<file path="config.mk">
export PLATFORM = sky130hd
export DESIGN_NAME = timer_deadline_queue
export DESIGN_NICKNAME = d
export VERILOG_FILES = /design/src/rtl/tdq_pkg.sv /design/src/rtl/timer_deadline_queue.sv /design/src/rtl/tdq_ram.sv
export SDC_FILE = /design/constraint.sdc
export NUM_CORES = 2
export LEC_CHECK = 0
export ABC_AREA = 0
export BUFFER_PORTS_ARGS = -buffer_cell sky130_fd_sc_hd__buf_2
export CAP_MARGIN = 0
export CORE_MARGIN = 2
export CORE_UTILIZATION = 34
export DETAILED_ROUTE_END_ITERATION = 8
export GPL_TIMING_DRIVEN = 0
export PLACE_DENSITY = 0.56
export SKIP_LAST_GASP = 1
export SYNTH_ARGS = -nofsm -noshare
export SYNTH_HDL_FRONTEND = slang
export SYNTH_SLANG_ARGS = --single-unit
</file>
<file path="constraint.sdc">
create_clock -name clk -period 12.75 [get_ports clk]
set_input_delay 0.6375 -clock clk [delete_from_list [all_inputs] [get_ports clk]]
set_output_delay 0.6375 -clock clk [all_outputs]
set_load 0.005 [all_outputs]
</file>
<file path="src/rtl/tdq_pkg.sv">
// ----------------------------------------------------------------------------
// tdq_pkg: shared types and constants of the timer deadline queue
// Actions, result kinds, sequencer states and queue sizing.
// ----------------------------------------------------------------------------
package tdq_pkg;

  localparam int CAPACITY = 32;
  localparam int AW = (CAPACITY > 1) ? $clog2(CAPACITY) : 1;
  localparam int CW = $clog2(CAPACITY + 1);
  localparam logic [31:0] WAIT_MAX = 32'h7FFF_FFFF;
  localparam logic [31:0] WAIT_EMPTY = 32'hFFFF_FFFF;
  localparam int EW = 96;

  typedef enum logic [1:0] {
    ACT_SCHED = 2'd0,
    ACT_FIRE  = 2'd1,
    ACT_QUERY = 2'd2,
    ACT_NONE  = 2'd3
  } action_t;

  typedef enum logic [1:0] {
    RK_ACK   = 2'd0,
    RK_FIRED = 2'd1,
    RK_DONE  = 2'd2,
    RK_WAIT  = 2'd3
  } kind_t;

  typedef enum logic [3:0] {
    ST_IDLE,
    ST_SRD,    // search: read entry at index
    ST_SCMP,   // search: compare read entry
    ST_SHRD,   // shift up: read entry below
    ST_SHWR,   // shift up: write entry one higher
    ST_INS,    // write new entry
    ST_FRD,    // fire: read head candidate
    ST_FCMP,   // fire: compare and emit
    ST_CRD,    // compact: read entry
    ST_CWR,    // compact: write entry lower
    ST_DONE,
    ST_QRD,
    ST_QCMP
  } state_t;

endpackage

</file>
<file path="src/rtl/timer_deadline_queue.sv">
// ----------------------------------------------------------------------------
// timer_deadline_queue: sorted store of pending timers, earliest first
// Schedule, fire and query requests served by a sequencer over one RAM.
// ----------------------------------------------------------------------------
// A request is taken when start is high and busy is low; busy then stays high
// until the operation has finished its RAM work (a refused schedule, an empty
// query or an unused action never raises it). A schedule is acknowledged in the
// cycle it is taken, and the sorted insert runs afterwards under busy; fire and
// non-empty query results come later, and busy drops right after the last one.
// Results appear for one cycle each on out_valid and cannot be held off.
// Timers live sorted by (deadline, id) in a single-port RAM; one shared 96-bit
// compare unit checks one entry per step. A schedule searches the stored entries
// in order, then moves the later entries up one place and writes the new one. A
// fire reads and emits each expired timer, then moves the remaining entries down.
// A query reads the head entry. Every memory access goes through the one RAM port.
module timer_deadline_queue (
  input  logic                  clk,
  input  logic                  rst_n,
  input  logic                  start,
  output logic                  busy,
  input  logic [1:0]            in_action,
  input  logic [63:0]           in_time_value,
  output logic                  out_valid,
  output logic [1:0]            out_result_kind,
  output logic [31:0]           out_timer_id,
  output logic [5:0]            out_fired_count,
  output logic signed [31:0]    out_wait_ms,
  output logic                  out_queue_full,
  output logic                  out_last
);
  import tdq_pkg::*;

  state_t st_r, st_nxt;
  logic [CW-1:0] cnt_r, cnt_nxt;       // entries stored
  logic [CW-1:0] idx_r, idx_nxt;       // walking index
  logic [CW-1:0] fired_r, fired_nxt;   // fired in this pass / insert position
  logic [31:0]   nid_r, nid_nxt;
  logic [63:0]   t_r;
  logic [31:0]   tid_r;

  logic          we;
  logic [AW-1:0] addr;
  logic [EW-1:0] wdata, rdata;
  logic [63:0]   rd_dl;
  logic [31:0]   rd_id;

  tdq_ram #(.WIDTH(EW), .DEPTH(CAPACITY)) u_ram (
    .clk(clk), .we(we), .addr(addr), .wdata(wdata), .rdata(rdata)
  );

  assign rd_dl = rdata[95:32];
  assign rd_id = rdata[31:0];

  // Shared compare unit: new entry earlier than stored, and stored expired.
  logic new_earlier, expired;
  logic [64:0] diff;
  assign new_earlier = (t_r < rd_dl) || ((t_r == rd_dl) && (tid_r < rd_id));
  assign expired = rd_dl <= t_r;
  assign diff = {1'b0, rd_dl} - {1'b0, t_r};

  assign busy = (st_r != ST_IDLE);

  // Next state and bookkeeping.
  always_comb begin
    st_nxt = st_r;
    cnt_nxt = cnt_r;
    idx_nxt = idx_r;
    fired_nxt = fired_r;
    nid_nxt = nid_r;
    unique case (st_r)
      ST_IDLE: begin
        if (start) begin
          idx_nxt = '0;
          fired_nxt = '0;
          unique case (action_t'(in_action))
            ACT_SCHED: begin
              if (cnt_r != CW'(CAPACITY)) begin
                nid_nxt = nid_r + 32'd1;
                st_nxt = (cnt_r == '0) ? ST_INS : ST_SRD;
              end
            end
            ACT_FIRE:  st_nxt = (cnt_r == '0) ? ST_DONE : ST_FRD;
            ACT_QUERY: st_nxt = (cnt_r == '0) ? ST_IDLE : ST_QRD;
            default:   st_nxt = ST_IDLE;
          endcase
        end
      end
      ST_SRD: st_nxt = ST_SCMP;
      ST_SCMP: begin
        priority if (new_earlier) begin
          fired_nxt = idx_r;
          idx_nxt = cnt_r;
          st_nxt = ST_SHRD;
        end else if (idx_r + 1'b1 == cnt_r) begin
          fired_nxt = cnt_r;
          st_nxt = ST_INS;
        end else begin
          idx_nxt = idx_r + 1'b1;
          st_nxt = ST_SRD;
        end
      end
      ST_SHRD: st_nxt = ST_SHWR;
      ST_SHWR: begin
        idx_nxt = idx_r - 1'b1;
        st_nxt = (idx_r - 1'b1 == fired_r) ? ST_INS : ST_SHRD;
      end
      ST_INS: begin
        cnt_nxt = cnt_r + 1'b1;
        st_nxt = ST_IDLE;
      end
      ST_FRD: st_nxt = ST_FCMP;
      ST_FCMP: begin
        priority if (expired) begin
          fired_nxt = fired_r + 1'b1;
          idx_nxt = idx_r + 1'b1;
          st_nxt = (idx_r + 1'b1 == cnt_r) ? ST_DONE : ST_FRD;
        end else begin
          st_nxt = (fired_r == '0) ? ST_DONE : ST_CRD;
        end
      end
      ST_CRD: st_nxt = ST_CWR;
      ST_CWR: begin
        idx_nxt = idx_r + 1'b1;
        st_nxt = (idx_r + 1'b1 == cnt_r) ? ST_DONE : ST_CRD;
      end
      ST_DONE: begin
        cnt_nxt = cnt_r - fired_r;
        st_nxt = ST_IDLE;
      end
      ST_QRD: st_nxt = ST_QCMP;
      ST_QCMP: st_nxt = ST_IDLE;
      default: st_nxt = ST_IDLE;
    endcase
  end

  // RAM port and result outputs.
  always_comb begin
    we = 1'b0;
    addr = idx_r[AW-1:0];
    wdata = rdata;
    out_valid = 1'b0;
    out_result_kind = RK_ACK;
    out_timer_id = '0;
    out_fired_count = '0;
    out_wait_ms = '0;
    out_queue_full = 1'b0;
    out_last = 1'b0;
    unique case (st_r)
      ST_IDLE: begin
        if (start) begin
          unique case (action_t'(in_action))
            ACT_SCHED: begin
              out_valid = 1'b1;
              out_last = 1'b1;
              if (cnt_r == CW'(CAPACITY)) out_queue_full = 1'b1;
              else out_timer_id = nid_r;
            end
            ACT_QUERY: begin
              if (cnt_r == '0) begin
                out_valid = 1'b1;
                out_last = 1'b1;
                out_result_kind = RK_WAIT;
                out_wait_ms = WAIT_EMPTY;
              end
            end
            default: ;
          endcase
        end
      end
      ST_SHRD: addr = AW'(idx_r - 1'b1);
      ST_SHWR: we = 1'b1;
      ST_INS: begin
        we = 1'b1;
        addr = fired_r[AW-1:0];
        wdata = {t_r, tid_r};
      end
      ST_FCMP: begin
        if (expired) begin
          out_valid = 1'b1;
          out_result_kind = RK_FIRED;
          out_timer_id = rd_id;
        end
      end
      ST_CWR: begin
        we = 1'b1;
        addr = AW'(idx_r - fired_r);
      end
      ST_DONE: begin
        out_valid = 1'b1;
        out_last = 1'b1;
        out_result_kind = RK_DONE;
        out_fired_count = 6'(fired_r);
      end
      ST_QRD: addr = '0;
      ST_QCMP: begin
        out_valid = 1'b1;
        out_last = 1'b1;
        out_result_kind = RK_WAIT;
        priority if (expired) out_wait_ms = '0;
        else if (diff > 65'(WAIT_MAX)) out_wait_ms = WAIT_MAX;
        else out_wait_ms = diff[31:0];
      end
      default: ;
    endcase
  end

  always_ff @(posedge clk) begin
    if (!rst_n) begin
      st_r <= ST_IDLE;
      cnt_r <= '0;
      idx_r <= '0;
      fired_r <= '0;
      nid_r <= 32'd1;
    end else begin
      st_r <= st_nxt;
      cnt_r <= cnt_nxt;
      idx_r <= idx_nxt;
      fired_r <= fired_nxt;
      nid_r <= nid_nxt;
    end
  end

  // Hold the request payload for the whole operation.
  always_ff @(posedge clk) begin
    if (st_r == ST_IDLE && start) begin
      t_r <= in_time_value;
      tid_r <= nid_r;
    end
  end

  // The stored count never exceeds capacity.
  a_cnt: assert property (@(posedge clk) disable iff (!rst_n)
    cnt_r <= CW'(CAPACITY)) else $error("count overflow");
  // Every last fire or query result returns the block to idle.
  a_last_idle: assert property (@(posedge clk) disable iff (!rst_n)
    (out_valid && out_last && out_result_kind != RK_ACK) |=> !busy)
    else $error("busy after last");
  // A fired result never exceeds what is stored.
  a_fire: assert property (@(posedge clk) disable iff (!rst_n)
    (out_valid && out_result_kind == RK_FIRED) |-> (fired_r < cnt_r))
    else $error("fired beyond count");
endmodule

</file>
<file path="src/rtl/tdq_ram.sv">
// ----------------------------------------------------------------------------
// tdq_ram: generic single port RAM
// One write or one read per cycle, registered read data.
// ----------------------------------------------------------------------------
module tdq_ram #(
  parameter int WIDTH = 8,
  parameter int DEPTH = 16
) (
  input  logic                     clk,
  input  logic                     we,
  input  logic [$clog2(DEPTH)-1:0] addr,
  input  logic [WIDTH-1:0]         wdata,
  output logic [WIDTH-1:0]         rdata
);
  logic [WIDTH-1:0] mem [DEPTH];

  always_ff @(posedge clk) begin
    if (we) mem[addr] <= wdata;
    rdata <= mem[addr];
  end
endmodule

</file>
==> flow_results.org <==
** Synthesis
- Among all cell types in the netlist, the one instantiated most often is edfxtp_1.
- Share of synthesized area occupied by flip-flops and latches :: between 70% and 80%
- After synthesis the cells add up to between 100000 and 150000 µm².
- Unique cell type count in the Yosys netlist :: 91
- Top cells by count, synth :: 3168 x edfxtp_1, 768 x mux4_2, 729 x nand2_1, 255 x clkbuf_1, 213 x o21ai_0
- Ranking of synthesized cells by area :: edfxtp_1 72%, mux4_2 13%, dfxtp_1 2.3%, nand2_1 2.1%, a221oi_1 1.1%
- Flop and latch count out of synthesis :: 3318
- EDFF count, synth :: about 3200
- Syn avg cell area :: 19.0 µm²
- Dominant synthesized flop cell :: edfxtp_1
- Share of the synthesized area in the top cell type :: 72.1%
- Total nets after synthesis :: a little over 7000
- The biggest area contributor in the post-synthesis netlist is edfxtp_1.
- Yosys warning count :: 0
- Number of standard cells after synthesis :: 6946
- Async set-or-reset flop fraction in the synthesized netlist :: 0%

** STA
- Based on the critical path, the design can be clocked at up to 120 MHz.
- The final hold violation count was 0.
- Final setup skew :: about 0.065 ns
- Accumulated negative setup slack :: 0 ns
- Total setup violations reported at the end of the flow :: 0
- Dividing the final minimum period by the clock period gives about two thirds.
- Crit path time final :: approximately 8.3 ns
- The worst pin sits at a relative slew slack of less than 1%.
- For the pin with the worst max-slew slack, the measured transition is 1.49 ns.
- Slew Limit Fails :: 0
- Setup repair after global routing missed its margin :: false

** Clock network
- At the later pin of the worst-skew pair, clock insertion delay measures between 0.9 and 1 ns.
- Clock Sinks :: 3318
- Post-CTS setup buffer count :: 0
- TritonCTS clock tree :: built
- In this run, post-CTS hold repair placed 65 buffers.
- Clk Tree Root Cell :: clkbuf_16
- The clock passes through at most 4 buffers.
- Number of buffers created by CTS :: 351
- The clock tree synthesis step divided the H-tree into 5 levels.
- Once the clock tree was built, the resizer swapped 0 gates to a different size.
- Clock Pin Slew Worst Setup and Hold Paths :: roughly 0.060 ns

** Floorplanning
- Die outline height :: 627 µm
- Effective utilization at floorplan :: 34.2%
- The die is 627 µm wide.
- The floorplan step defined a die boundary enclosing 393000 µm².
- Top-Level Pins :: ~150
- After floorplanning, the core was divided into ~230 placement rows.
- Core region area :: 386000 µm²

** Route
- The detail route stage leaves a number of antenna-violating nets equal to 0.
- For this block, the routed nets add up to 431000 µm of wire.
- Routed length per instance :: 32.6 µm
- For this run, the detailed router's first-pass iteration total came to 6.
- Vias per cell :: around 5.6
- Iteration-0 DRC Markers :: 9888
- Via count :: about 74000
- For this run, design rule violations remaining after detail routing come to 0.

** Placement
- Input and output buffers added on the ports amount to 142.
- DPL Wire Length :: 297000 µm
- Routability-driven placement finished with a final weighted congestion of 0.859.

** GRT
- Maximum number of pins on one net before global-route repair :: 73
- The number of global-route vias before repair came to 74100.
- In the global route stage, overall resource usage came out at 21.5%.
- The number of antenna violations at the first check in global routing came to 27.
- Total global routing overflow :: 0
- First-pass GRT wire length :: 592000 µm

** Cells and area
- Area growth from synthesis to layout :: 18.8%
- Post-Route Utilization :: between 40 and 50%
- In the final layout, the share of cells above drive strength 1 is 24.6%.
- Number of nets in the layout :: 7918
- The filler cells instantiated in the layout total 34100.

** Setup path
- The worst register-to-register path has a setup slack of about 4.6 ns.
- For this run, the slowest stage of the critical path takes 0.89 ns.
- Data arrival time at the worst-slack endpoint :: 7.70 ns
- Nature of the critical path startpoint :: flip-flop
- Slowest CP cell :: nand4_1
- At the worst endpoint, the required time is 12.11 ns.
- The kind of cell with the highest combined delay along the critical path is simple AND/OR/NAND/NOR gates.
- Buffers plus inverters on the worst setup path :: 5
- Endpoint type of the worst setup path :: primary output
- CP Class :: flip-flop to primary output
- The signal on the critical path passes through inv_1, ha_1, buf_2, nand4_1, or2_0, nor2_1, nand4_1, o21ai_0, a31oi_4, buf_12, nor2_1, clkbuf_1, a22o_1, buf_2.
- Maximum fanout along the worst path :: 10

** Power and ir drop
- Pwr/cell area :: around 200 nW/µm²
- Max rail drop VDD :: 138 µV
- Leak :: 50.6 nW

** Hold path
- The tightest min-delay check is of the input pin to flip-flop type.

** Run
- Number of maximum-capacitance constraint violations :: 1

** Run status
- The final reports fail on capacitance limit.
- The flow ran to the end, but the final reports show violations.
[routing by layer]
| metal | track usage, % | vias up | wire length [µm] | part of all wire, % |
|---|---|---|---|---|
| li1 | - | 30000 | - | - |
| met1 | 28.7 | 40000 | 171000 | 40 |
| met2 | 34.9 | 3705 | 204000 | 47 |
| met3 | 3.51 | 695 | 34600 | 8.0 |
| met4 | 9.49 | 8 | 21200 | 4.9 |
| met5 | 0 | - | 49 | 0.011 |
[flip-flops by register name, indices dropped and copies added (netlist names)]
register	flops
fired_r	6
u_ram.rdata	96
t_r	64
u_ram.mem	3072
st_r	4
idx_r	6
nid_r	32
cnt_r	6
tid_r	32
[final timing paths]
kind                     start                 to  cells past startpoint
setup / recovery       t_r[49]   out_timer_id[26]                     14
hold / removal    in_action[0]            st_r[0]                      4
setup reg to reg       st_r[2]  u_ram.mem[22][38]                     13
hold reg to reg      nid_r[14]          tid_r[14]                      0
[final cells by class]
type	instances	area, µm²	share of cell area [%]
multi-input cells	3131	32200	20.5
flip-flops and latches	3318	98100	62.6
repair buffers	438	6100	3.89
diodes	6	15.0	0.00958
clock buffers	474	9700	6.19
well taps	5175	6470	4.13
inverters	128	485	0.310
clock inverters	178	1990	1.27
plain buffers	369	1590	1.01
[worst min-delay path, stage by stage]
cell and delay (ns):
clkbuf_1 0.18, nor2_1 0.14, a21oi_1 0.07, nor2_1 0.07
[power breakdown]
part / internal, W / switching (W) / total [W]
Combinational: 0.00201 / 0.00509 / 0.00710
Clock: 0.00607 / 0.00437 / 0.0104
Sequential: 0.0138 / 0.000429 / 0.0143
Total: 0.0219 / 0.00989 / 0.0318
[metrics by stage]
step / instance area, µm² / setup slack [ns] / std cells / hold slack, ns / total power (W)
detailed placement: 144000 / 4.81 / 12500 / 0.498 / 0.0215
finish: 157000 / 4.42 / 13200 / 0.199 / 0.0318
global route: 157000 / 4.40 / 13200 / 0.259 / 0.0328
CTS: 157000 / 4.55 / 13200 / 0.121 / 0.0319
floorplan: 132000 / 5.03 / 6946 / 0.452 / 0.0181
global placement: 139000 / -5.41 / 12300 / 0.493 / 0.0211
[layout by cell type, fill, tap and decap left out, types with 69 or more instances in the layout]
cell | synthesis | layout
a221oi_1 | 159 | 159
dfxtp_1 | 150 | 150
buf_12 | 0 | 150
edfxtp_1 | 3168 | 3168
nand3_1 | 83 | 83
ha_1 | 109 | 109
mux2_2 | 69 | 69
buf_2 | 56 | 202
a22oi_1 | 99 | 99
clkbuf_1 | 255 | 311
inv_1 | 128 | 127
nand2_1 | 729 | 729
clkbuf_16 | 0 | 357
nor2_1 | 147 | 111
mux4_2 | 768 | 768
a21oi_1 | 166 | 166
o21ai_0 | 213 | 180
[kinds of logic after synthesis]
group,after synthesis,share of synthesized area (%)
flip-flops,3318,74.4
adder cells (fa/ha/maj),112,1.08
AND/OR/NAND/NOR,1173,3.86
buffers and inverters,497,1.54
XOR/XNOR,99,0.657
multiplexers,855,13.8
AO/OA/AOI/OAI,892,4.64
Power figures use the tool's default switching activity.
